==> src/hdl/rsm_pkg.sv <==
package rsm_pkg;

   localparam int PATTERN_MAX_DEF = 16;
   localparam int CSR_IDX_W       = 3;
   localparam int CSR_DATA_W      = 64;
   localparam int CHARS_W         = 64;
   localparam int MASK_W          = 16;
   localparam int LEN_REG_W       = 5;
   localparam int BYTE_W          = 8;

   typedef logic [CSR_IDX_W-1:0] csr_idx_type;

   localparam csr_idx_type REG_CHARS_LOW    = 3'd0;
   localparam csr_idx_type REG_CHARS_HIGH   = 3'd1;
   localparam csr_idx_type REG_ANY_MASK     = 3'd2;
   localparam csr_idx_type REG_STAR_MASK    = 3'd3;
   localparam csr_idx_type REG_PATTERN_LEN  = 3'd4;
   localparam csr_idx_type REG_ANCHOR_START = 3'd5;
   localparam csr_idx_type REG_ANCHOR_END   = 3'd6;

   localparam logic [BYTE_W-1:0] TERMINATOR = 8'h00;

   typedef struct packed {
      logic inject;
      logic anchor_end;
   } ctrl_type;

   typedef struct packed {
      logic hit;
      logic done;
   } status_type;

endpackage

==> src/hdl/rsm_core.sv <==
module rsm_core #(
   parameter int PATTERN_MAX = rsm_pkg::PATTERN_MAX_DEF,
   parameter int LEN_W       = $clog2(PATTERN_MAX + 1)
) (
   input  logic [PATTERN_MAX:0]               active,
   input  logic [rsm_pkg::BYTE_W-1:0]         text_byte,
   input  logic [rsm_pkg::BYTE_W*PATTERN_MAX-1:0] chars,
   input  logic [PATTERN_MAX-1:0]             any_mask,
   input  logic [PATTERN_MAX-1:0]             star_mask,
   input  logic [LEN_W-1:0]                   len,
   input  rsm_pkg::ctrl_type                  ctrl,
   output logic [PATTERN_MAX:0]               next_active,
   output rsm_pkg::status_type                status
);
   import rsm_pkg::*;

   logic [PATTERN_MAX:0]   cur;
   logic [PATTERN_MAX:0]   clo;
   logic [PATTERN_MAX-1:0] in_use;
   logic [PATTERN_MAX-1:0] star_act;
   logic [PATTERN_MAX-1:0] elem_hit;
   logic                   done;

   assign done = (text_byte == TERMINATOR);

   // positions beyond the pattern length are dropped, then inject starts a new attempt at position 0
   always_comb begin
      for (int j = 0; j <= PATTERN_MAX; j++) begin
         cur[j] = active[j] & (j <= int'(len));
      end
      cur[0] = cur[0] | ctrl.inject;
   end

   always_comb begin
      for (int k = 0; k < PATTERN_MAX; k++) begin
         in_use[k]   = (k < int'(len));
         star_act[k] = star_mask[k] & in_use[k];
         elem_hit[k] = !done && (any_mask[k] ||
                       (chars[BYTE_W*k +: BYTE_W] == text_byte));
      end
   end

   // star closure: position j is reached from any active i at or below it
   // when every element from i to j-1 is starred
   always_comb begin
      logic run;
      run = 1'b1;
      for (int j = 0; j <= PATTERN_MAX; j++) begin
         clo[j] = 1'b0;
         run    = 1'b1;
         for (int i = j; i >= 0; i--) begin
            clo[j] = clo[j] | (cur[i] & run);
            if (i > 0) begin
               run = run & star_act[i-1];
            end
         end
      end
   end

   always_comb begin
      next_active = '0;
      for (int k = 0; k < PATTERN_MAX; k++) begin
         if (in_use[k] && clo[k] && elem_hit[k]) begin
            if (star_mask[k]) begin
               next_active[k] = 1'b1;
            end else begin
               next_active[k+1] = 1'b1;
            end
         end
      end
   end

   assign status.hit  = clo[len] & (!ctrl.anchor_end | done);
   assign status.done = done;

endmodule

==> src/hdl/regex_stream_matcher.sv <==
// A req word goes into the input register, its result into the result
// register. Throughput: one text word per cycle unless a held rsp word
// stalls the output; the star closure and the NFA step sit in one stage
// between the input register and the result register.
// Reset (synchronous, active high): no words held, config registers zero,
// no positions active, match flag clear, at start of string.
module regex_stream_matcher #(
   parameter int PATTERN_MAX = rsm_pkg::PATTERN_MAX_DEF
) (
   input  logic                               clock,
   input  logic                               reset,
   input  logic                               req_valid,
   output logic                               req_ready,
   input  logic [rsm_pkg::BYTE_W-1:0]         req_text_byte,
   output logic                               rsp_valid,
   input  logic                               rsp_ready,
   output logic                               rsp_matched,
   output logic                               rsp_done_res,
   input  logic                               csr_we,
   input  rsm_pkg::csr_idx_type               csr_index,
   input  logic [rsm_pkg::CSR_DATA_W-1:0]     csr_wdata
);
   import rsm_pkg::*;

   localparam int LEN_W = $clog2(PATTERN_MAX + 1);

   logic [CHARS_W-1:0]   chars_low_ff;
   logic [CHARS_W-1:0]   chars_high_ff;
   logic [MASK_W-1:0]    any_mask_ff;
   logic [MASK_W-1:0]    star_mask_ff;
   logic [LEN_REG_W-1:0] pattern_len_ff;
   logic                 anchor_start_ff;
   logic                 anchor_end_ff;

   logic [PATTERN_MAX:0] active_ff;
   logic [PATTERN_MAX:0] active_in;
   logic                 found_ff;
   logic                 start_ff;

   logic                 in_valid_ff;
   logic [BYTE_W-1:0]    in_byte_ff;
   logic                 rsp_valid_ff;
   logic                 rsp_matched_ff;
   logic                 rsp_done_ff;

   logic [2*CHARS_W-1:0] chars_all;
   logic [LEN_W-1:0]     len;
   logic                 advance;
   logic                 out_free;
   logic                 matched_in;
   ctrl_type             ctrl;
   status_type           status;

   always_ff @(posedge clock) begin
      if (reset) begin
         chars_low_ff    <= '0;
         chars_high_ff   <= '0;
         any_mask_ff     <= '0;
         star_mask_ff    <= '0;
         pattern_len_ff  <= '0;
         anchor_start_ff <= 1'b0;
         anchor_end_ff   <= 1'b0;
      end else if (csr_we) begin
         unique case (csr_index)
            REG_CHARS_LOW:    chars_low_ff    <= csr_wdata[CHARS_W-1:0];
            REG_CHARS_HIGH:   chars_high_ff   <= csr_wdata[CHARS_W-1:0];
            REG_ANY_MASK:     any_mask_ff     <= csr_wdata[MASK_W-1:0];
            REG_STAR_MASK:    star_mask_ff    <= csr_wdata[MASK_W-1:0];
            REG_PATTERN_LEN:  pattern_len_ff  <= csr_wdata[LEN_REG_W-1:0];
            REG_ANCHOR_START: anchor_start_ff <= csr_wdata[0];
            REG_ANCHOR_END:   anchor_end_ff   <= csr_wdata[0];
            default: ;
         endcase
      end
   end

   assign chars_all = {chars_high_ff, chars_low_ff};

   always_comb begin
      if (int'(pattern_len_ff) > PATTERN_MAX) begin
         len = LEN_W'(PATTERN_MAX);
      end else begin
         len = LEN_W'(pattern_len_ff);
      end
   end

   assign ctrl.inject     = start_ff | ~anchor_start_ff;
   assign ctrl.anchor_end = anchor_end_ff;

   rsm_core #(
      .PATTERN_MAX (PATTERN_MAX),
      .LEN_W       (LEN_W)
   ) u_core (
      .active      (active_ff),
      .text_byte   (in_byte_ff),
      .chars       (chars_all[BYTE_W*PATTERN_MAX-1:0]),
      .any_mask    (any_mask_ff[PATTERN_MAX-1:0]),
      .star_mask   (star_mask_ff[PATTERN_MAX-1:0]),
      .len         (len),
      .ctrl        (ctrl),
      .next_active (active_in),
      .status      (status)
   );

   assign out_free   = ~rsp_valid_ff | rsp_ready;
   assign advance    = in_valid_ff & out_free;
   assign req_ready  = ~in_valid_ff | advance;
   assign matched_in = found_ff | status.hit;

   always_ff @(posedge clock) begin
      if (reset) begin
         in_valid_ff <= 1'b0;
      end else if (req_ready) begin
         in_valid_ff <= req_valid;
      end
   end

   always_ff @(posedge clock) begin
      if (req_valid && req_ready) begin
         in_byte_ff <= req_text_byte;
      end
   end

   always_ff @(posedge clock) begin
      if (reset) begin
         active_ff <= '0;
         found_ff  <= 1'b0;
         start_ff  <= 1'b1;
      end else if (advance) begin
         if (status.done) begin
            active_ff <= '0;
            found_ff  <= 1'b0;
            start_ff  <= 1'b1;
         end else begin
            active_ff <= active_in;
            found_ff  <= matched_in;
            start_ff  <= 1'b0;
         end
      end
   end

   always_ff @(posedge clock) begin
      if (reset) begin
         rsp_valid_ff <= 1'b0;
      end else if (out_free) begin
         rsp_valid_ff <= in_valid_ff;
      end
   end

   always_ff @(posedge clock) begin
      if (advance) begin
         rsp_matched_ff <= matched_in;
         rsp_done_ff    <= status.done;
      end
   end

   assign rsp_valid    = rsp_valid_ff;
   assign rsp_matched  = rsp_matched_ff;
   assign rsp_done_res = rsp_done_ff;

`ifndef SYNTHESIS
   a_end_of_string_clears: assert property (@(posedge clock) disable iff (reset)
      (advance && status.done) |=> (start_ff && !found_ff && active_ff == '0))
      else $error("string state not cleared after terminator word");

   a_stall_only_when_full: assert property (@(posedge clock) disable iff (reset)
      !req_ready |-> (in_valid_ff && rsp_valid_ff && !rsp_ready))
      else $error("input stalled while a register was free");

   a_start_drops_after_byte: assert property (@(posedge clock) disable iff (reset)
      (advance && !status.done) |=> !start_ff)
      else $error("start flag kept after a text word");
`endif

endmodule
==> config.mk <==
export PLATFORM = sky130hd
export DESIGN_NAME = regex_stream_matcher
export DESIGN_NICKNAME = d
export VERILOG_FILES = /design/src/hdl/rsm_pkg.sv /design/src/hdl/rsm_core.sv /design/src/hdl/regex_stream_matcher.sv
export SDC_FILE = /design/constraint.sdc
export NUM_CORES = 1
export LEC_CHECK = 0
export ABC_AREA = 1
export BUFFER_PORTS_ARGS = -buffer_cell sky130_fd_sc_hd__clkbuf_2
export CAP_MARGIN = 25
export CORE_UTILIZATION = 35
export CTS_CLUSTER_DIAMETER = 150
export DETAILED_ROUTE_END_ITERATION = 8
export GPL_TIMING_DRIVEN = 0
export HOLD_SLACK_MARGIN = 0.03
export PLACE_DENSITY_LB_ADDON = 0.08
export SYNTH_ARGS = -nofsm -noshare
export SYNTH_HDL_FRONTEND = slang
export SYNTH_SLANG_ARGS = --single-unit
==> constraint.sdc <==
create_clock -name clock -period 6.2 [get_ports clock]
set_input_delay 0.62 -clock clock [delete_from_list [all_inputs] [get_ports clock]]
set_output_delay 0.62 -clock clock [all_outputs]
set_load 0.02 [all_outputs]
## Word-level counts from Yosys, hierarchy flattened

Index checks and enable logic that the tools add are counted.

| word-level totals | value |
|---|---|
| flip-flop bits (word level) | 198 |
| output and inout port bits | 4 |

| cells by class | value |
|---|---|
| order comparisons | 34 |
| equality and inequality tests | 22 |
| muxes and demuxes | 54 |
| bitwise gates (word level) | 435 |
| reductions and logical operators | 76 |

Operator list:

| cell | count |
|---|---|
| 1-bit bitwise AND | 290 |
| 1-bit OR | 142 |
| 8-bit equality test | 16 |
| 1-bit logical AND | 49 |
| 4-bit by 5-bit <= comparator with 1-bit output (first input constant) | 8 |
| 4-bit by 5-bit < comparator with 1-bit output (first input constant) | 8 |
| 1-bit 2-to-1 mux | 35 |
| 2-bit 2-to-1 mux | 16 |
| 3-bit by 5-bit <= comparator with 1-bit output (first input constant) | 4 |
| 3-bit by 5-bit < comparator with 1-bit output (first input constant) | 4 |
| 17-bit 2-to-1 mux | 1 |
| 1-bit logical OR | 16 |
| 2-bit AND reduction | 7 |
| 2-bit by 5-bit <= comparator with 1-bit output (first input constant) | 2 |
| 1-bit by 5-bit < comparator with 1-bit output (first input constant) | 2 |
| 2-bit by 5-bit < comparator with 1-bit output (first input constant) | 2 |
| 3-bit equality test (second input constant) | 3 |
| 8-bit zero test | 1 |
| 3-bit by 2-bit equality test with 1-bit output (second input constant) | 2 |
| 5-bit by 6-bit < comparator with 1-bit output (second input constant) | 1 |
| 1-bit binary-select mux with 5-bit select | 1 |
| 5-bit > comparator (second input constant) | 1 |
| 1-bit by 5-bit <= comparator with 1-bit output (first input constant) | 1 |
| 5-bit <= comparator (first input constant) | 1 |
| other kinds (5) | 8 |

## Longest topological paths before layout

| depth | value |
|---|---|
| word-level depth | 38 |
| gate-level depth with buffers | 21 |
| depth with buffers taken out | 21 |

## Hierarchy

A second synthesis with hierarchy kept.

| unflattened totals | value |
|---|---|
| cells, all modules | 1672 |
| area, all modules | 11207.0 um^2 |

Modules (own cells, without submodules):

| module | instances | cells each | area an instance (um^2) |
|---|---|---|---|
| regex_stream_matcher | 1 | 1140 | 8132.8 |
| rsm_core | 1 | 532 | 3074.2 |

## Least setup slack after synthesis

Ideal clock, no wire load.

| timing | value |
|---|---|
| path kind | register to register |
| start point | reg pattern_len_ff[3] |
| end point | reg rsp_matched_ff, in the netlist rsp_matched, data pin |
| setup time | 0.255 ns |
| arrival | 1.800 ns |
| required time | 5.945 ns |
| slack | 4.145 ns |
| stages on the path, launching flop included | 17 |
| buffers on the path | 0 |
| cells stage by stage | dfxtp_1 > nor2_2 > nand2_2 > nor2_2 > nor2_2 > nand3_1 > nand3_1 > nor2_1 > nand2_2 > nand2_1 > nand2_1 > a21oi_1 > nand3_1 > nand3_1 > nand2_1 > nand2_1 > nand2_1 |

| between the ends | value |
|---|---|
| cells in the longest elaborated chain, start to end | 25 |
| elaborated cells between the ends (all ways) | 462 |
| those cells by class | 33 x order compare; 3 x mux; 426 x bitwise |

Ends and longest elaborated chain:

| what | RTL line | RTL |
|---|---|---|
| start, declared | regex_stream_matcher.sv:31 | `logic [LEN_REG_W-1:0] pattern_len_ff;` |
| start signal, assigned | regex_stream_matcher.sv:69 | `REG_PATTERN_LEN: pattern_len_ff <= csr_wdata[LEN_REG_W-1:0];` |
| 5-bit > comparator | regex_stream_matcher.sv:80 | `if (int'(pattern_len_ff) > PATTERN_MAX) begin` |
| 5-bit 2-to-1 mux * | regex_stream_matcher.sv:80 |  |
| 4-bit by 5-bit <= comparator with 1-bit output or 4-bit by 5-bit < comparator with 1-bit output (tied branches) | rsm_core.sv:29, rsm_core.sv:36 |  |
| 1-bit bitwise AND, on equally long branches | rsm_core.sv:29, rsm_core.sv:37 |  |
| 1-bit bitwise AND, on equally long branches | rsm_core.sv:52, rsm_core.sv:54 |  |
| 1-bit OR, or another cell as far along (14 in series) | rsm_core.sv:52 | `clo[j] = clo[j] \| (cur[i] & run);` |
| 1-bit OR or 1-bit bitwise AND (tied branches) | rsm_core.sv:52 |  |
| 1-bit OR | rsm_core.sv:52 |  |
| 1-bit binary-select mux with 5-bit select * | rsm_core.sv:73 | `assign status.hit = clo[len] & (!ctrl.anchor_end \| done);` |
| 1-bit 2-to-1 mux (implied by the code) * | rsm_core.sv:73 |  |
| 1-bit bitwise AND * | rsm_core.sv:73 |  |
| 1-bit OR * | regex_stream_matcher.sv:108 | `assign matched_in = found_ff \| status.hit;` |
| named net matched_in | regex_stream_matcher.sv:50 | `logic matched_in;` |
| end signal, assigned | regex_stream_matcher.sv:152 | `rsp_matched_ff <= matched_in;` |
| end, declared | regex_stream_matcher.sv:43 | `logic rsp_matched_ff;` |

The timed path passes the listed nets; every way through them passes the cells marked *. The select of a mux whose other input is x is not followed.
A chain may end at the register's enable or synchronous reset.

## Worst setup path after layout

| timing | value |
|---|---|
| start point | reg in_byte_ff[7] |
| end point | reg active_ff[13] |

| between the ends | value |
|---|---|
| cells in the longest elaborated chain, start to end | 8 |
| elaborated cells between the ends (all ways) | 14 |
| those cells by class | 2 x eq/ne; 4 x mux; 8 x reduce/logical |

Ends and longest elaborated chain:

| what | RTL line | RTL |
|---|---|---|
| start, declared | regex_stream_matcher.sv:41 | `logic [BYTE_W-1:0] in_byte_ff;` |
| start signal, assigned | regex_stream_matcher.sv:120 | `in_byte_ff <= req_text_byte;` |
| 8-bit equality test or 8-bit zero test (tied branches) | rsm_core.sv:39, rsm_core.sv:24 |  |
| 1-bit logical OR or 1-bit zero test (tied branches) | rsm_core.sv:38 | `elem_hit[k] = !done && (any_mask[k] \|\|` |
| 1-bit logical AND | rsm_core.sv:38 |  |
| 1-bit logical AND | rsm_core.sv:63 | `if (in_use[k] && clo[k] && elem_hit[k]) begin` |
| 2-bit 2-to-1 mux | rsm_core.sv:63 |  |
| 1-bit 2-to-1 mux | rsm_core.sv:64 | `if (star_mask[k]) begin` |
| 2-bit 2-to-1 mux | rsm_core.sv:63 |  |
| 17-bit 2-to-1 mux * | regex_stream_matcher.sv:130 | `if (status.done) begin` |
| end signal, assigned | regex_stream_matcher.sv:135 | `active_ff <= active_in;` |
| end, declared | regex_stream_matcher.sv:35 | `logic [PATTERN_MAX:0] active_ff;` |

Every way passes the cells marked *; elsewhere a longest branch is shown, timed or not.

==> summary.txt <==
Outcome
  – Status: complete, no violations

GRT
  – GRT overflow: 0
  – Total global-route track usage: 24.2%
  – Via count of the first global-routing pass: 9046
  – Pin count of the biggest net entering global routing: 21
  – Wire length of the first global-routing pass: ~52 mm
  – Number of antenna violations at the first check in global routing: 1

Critical path
  – Cells along the critical path: clkbuf_1 > buf_1 > xor2_1 > nor4_1 > a21oi_1 > nor3_1 > nand2_1 > o21ai_0 > nand2_1 > a21oi_1
  – Cell depth of the worst setup path: 10
  – Critical Setup Path Class: reg2reg
  – Crit path buf inv count: 2
  – Worst-path fanout max: 10
  – RR Startpoint: in_byte_ff[7]
  – WP data required: 6.57 ns
  – Critical path data arrival time: 3.59 ns
  – Library cell contributing the largest single delay on the critical path: sky130_fd_sc_hd__buf_1
  – FF-to-FF End: active_ff[13]
  – Element type at the critical path end: register
  – Endpoint of the most critical setup path: active_ff[13]
  – Minimum setup slack among reg-to-reg paths: about 3.0 ns
  – Critical path's top delay family: buffers and inverters
  – Origin of the worst setup path: in_byte_ff[7]
  – Cell depth of the worst flop-to-flop path: 10
  – Highest cell delay on the worst timing path: 0.77 ns
  – Worst Setup Start Kind: register

Cells and area
  – Footprint of the multi-input gates: between 0.005 and 0.006 mm2
  – Ratio of cells with drive above 1 in the final layout: 11.3%
  – Post-layout net count: 1534
  – Growth of design area from synthesis to finish: 15.9%
  – Fillers: 2883
  – Seq. cell area: 0.00406 mm2

Timing
  – Final worst-path setup slack: 2.98 ns
  – Number of max-slew violations in the final report: 0
  – Tightest Pin Transition: 0.989 ns
  – Setup_tns: 0 ns
  – Tcrit/Tclk final: 51.9%
  – Post-Route Hold Slack: 0.341 ns
  – Hold Fails Final Rpt: 0
  – Setup Viol. Count Final: 0
  – Setup repair after global routing missed its margin: false
  – Peak clock frequency supported by timing: 0.311 GHz
  – Final period demand of the worst path: between 3 and 4 ns
  – Max-slew headroom: between 30% and 40%
  – Worst clock skew: 0.0131 ns

Routing
  – Via density per instance: around 5.0
  – Count of routing violations after the opening detailed-route iteration: 596
  – DRC errors left: 0
  – DR vias: 9183
  – Routed Wire Length: 33.5 mm
  – Wire per inst: roughly 18 um
  – Number of nets still failing antenna checks after routing: 0
  – First-pass detailed-route iteration total: 5

Clock tree
  – Cell chosen for the clock root: sky130_fd_sc_hd__clkbuf_16
  – Number of buffers on the longest clock path: 2
  – Number of sinks on the clock net: 198
  – Total of cells resized after clock tree synthesis: 0
  – Clock-pin slew on the worst setup and hold paths: roughly 0.080 ns
  – Hold bufs inserted after CTS: 0
  – Number of buffers added by the clock tree synthesis step: 17
  – Clock tree from TritonCTS: built
  – Post-CTS setup buffers: 0
  – Insertion delay of the later-clocked pin in the worst-skew pair: between 0.4 and 0.5 ns
  – Clock H-tree levels: 4

Placed design
  – HPWL after DPL: ~25 mm
  – PortBufs: 83
  – Last weighted congestion value of the routability-driven placer: 0.896
  – Setup slack at placement: 2.95 ns

Job
  – Max cap viols: 0

Floorplanning
  – Full die area: 0.0284 mm2
  – Chip Width: 169 um
  – Starting density of the core: between 30 and 40%
  – Placeable core region: 0.0271 mm2
  – Number of core rows: 60
  – IO Pins: 84
  – Vert. Die Dim: 169 um

Synth
  – Post-synthesis cell type count: 41
  – Total of flip-flops plus latches after synthesis: 198
  – Count of yosys warnings during synthesis: 0
  – Sequential area share after synthesis: 41.8%
  – Average size of a mapped cell: 7.20 um2
  – Synthesized netlist cell count: 1350
  – Total standard cell area after synthesis: 0.00972 mm2
  – Syn_nets: roughly 1.4k

Power
  – Pwr dens: 254 mW/mm2
  – Lkg Pwr: 4.81 nW
  – Maximum ir drop on the vdd rail: between 0.0002 and 0.00025 V

Min path
  – Type of the most critical hold path: in2reg
[kinds of logic (layout without fill, tap and decap cells)]
family / count (synthesis) / after routing / synth area share (%)
buffers and inverters: 149 / 266 / 5.95
AO/OA/AOI/OAI: 293 / 293 / 16.3
AND/OR/NAND/NOR: 599 / 599 / 25.9
other: 0 / 1 / 0
XOR/XNOR: 111 / 111 / 10.0
flip-flops: 198 / 198 / 41.8
[stage by stage]
stage	power, mW	cells	area, um2	util [%]
final	2.86	1840	11300	41.5
after global routing	2.97	1840	11300	41.5
after CTS	2.88	1839	11300	41.5
after detailed placement	1.67	1807	10600	39.2
after global placement	1.67	1805	10600	39.1
after floorplan	1.55	1350	9720	-
[sequential cells by signal, summed over array words and instances (netlist names), 5 cells and up]
signal	cells
active_ff	17
in_byte_ff	8
chars_low_ff	64
any_mask_ff	16
chars_high_ff	64
star_mask_ff	16
pattern_len_ff	5
[layout by cell type (no fill, tap or decap), types with 14 or more instances in the layout]
cell	instances
sky130_fd_sc_hd__nor2_1	327
sky130_fd_sc_hd__dfxtp_1	188
sky130_fd_sc_hd__o21ai_0	178
sky130_fd_sc_hd__nand2_1	141
sky130_fd_sc_hd__xor2_1	86
sky130_fd_sc_hd__clkbuf_2	83
sky130_fd_sc_hd__a21oi_1	72
sky130_fd_sc_hd__inv_1	69
sky130_fd_sc_hd__clkbuf_1	62
sky130_fd_sc_hd__nand3_1	54
sky130_fd_sc_hd__xnor2_1	25
sky130_fd_sc_hd__nor4_1	20
sky130_fd_sc_hd__clkbuf_16	17
sky130_fd_sc_hd__nor3_1	14
[cells in the mapped netlist]
master	count	area, um2
sky130_fd_sc_hd__nand3_2	5	50.1
sky130_fd_sc_hd__clkinv_1	2	7.51
sky130_fd_sc_hd__o21ai_2	1	8.76
sky130_fd_sc_hd__a211oi_2	2	25.0
sky130_fd_sc_hd__or4_1	2	15.0
sky130_fd_sc_hd__a21o_1	1	7.51
sky130_fd_sc_hd__a21oi_1	72	360
sky130_fd_sc_hd__xor2_1	86	753
sky130_fd_sc_hd__o22ai_1	11	68.8
sky130_fd_sc_hd__clkbuf_1	62	233
sky130_fd_sc_hd__nand2_1	141	529
sky130_fd_sc_hd__nor4_1	20	125
sky130_fd_sc_hd__o211ai_1	3	22.5
sky130_fd_sc_hd__nand3b_1	2	15.0
sky130_fd_sc_hd__nand4_1	8	50.1
sky130_fd_sc_hd__xnor2_1	25	219
sky130_fd_sc_hd__nor2_2	11	68.8
sky130_fd_sc_hd__a41oi_1	6	52.6
sky130_fd_sc_hd__nor2_1	327	1230
sky130_fd_sc_hd__a21boi_1	2	15.0
sky130_fd_sc_hd__inv_1	69	259
sky130_fd_sc_hd__or2_2	6	37.5
sky130_fd_sc_hd__nor3_1	14	70.1
sky130_fd_sc_hd__o21ai_0	178	891
sky130_fd_sc_hd__nand2_2	8	50.1
sky130_fd_sc_hd__o21ai_1	3	15.0
sky130_fd_sc_hd__o41ai_1	1	8.76
sky130_fd_sc_hd__o221ai_1	3	26.3
sky130_fd_sc_hd__a31oi_1	1	6.26
sky130_fd_sc_hd__inv_2	4	15.0
sky130_fd_sc_hd__o21bai_1	1	7.51
sky130_fd_sc_hd__dfxtp_1	188	3760
sky130_fd_sc_hd__nor2_4	1	11.3
sky130_fd_sc_hd__buf_1	2	7.51
sky130_fd_sc_hd__nand3_1	54	270
sky130_fd_sc_hd__edfxtp_1	10	300
sky130_fd_sc_hd__a22oi_1	3	22.5
sky130_fd_sc_hd__buf_2	9	45.0
sky130_fd_sc_hd__buf_6	1	11.3
sky130_fd_sc_hd__a21oi_2	1	8.76
sky130_fd_sc_hd__a221oi_1	4	35.0
[power breakdown]
group / internal [mW] / switching, mW
combinational: 0.0949 / 0.196
sequential: 1.33 / 0.0285
clock: 0.622 / 0.597
[worst min path at each step]
| stage | to | from | depth (start not counted) | slack [ns] |
|---|---|---|---|---|
| 6_report | in_byte_ff[3] | req_text_byte[3] | 1 | 0.34 |
| 3_3_place_gp | any_mask_ff[3] | any_mask_ff[3] | 2 | 0.44 |
| 2_1_floorplan | any_mask_ff[10] | any_mask_ff[10] | 2 | 0.43 |
| 3_5_place_dp | any_mask_ff[3] | any_mask_ff[3] | 2 | 0.45 |
| 4_1_cts | in_byte_ff[1] | req_text_byte[1] | 1 | 0.34 |
| 5_1_grt | in_byte_ff[1] | req_text_byte[1] | 1 | 0.32 |
[metal layers]
layer | vias up | share of wire, % | routed length, um | GRT usage [%]
li1 | 4652 | - | - | -
met1 | 4269 | 48 | 15900 | 32.4
met2 | 223 | 47 | 15600 | 40.5
met3 | 39 | 4.0 | 1340 | 3.65
met4 | 0 | 1.9 | 620 | 6.64
met5 | - | 0 | 0 | 0
[layout make-up]
type,count,area share [%]
clock inverter,15,1.87
inverter,75,2.50
timing repair buffer,85,3.89
tap,372,4.13
sequential,198,36.1
buffer,74,2.63
antenna,1,0.0222
multi-input combinational,1003,45.1
clock buffer,17,3.78
Power figures use the tool's default switching activity.
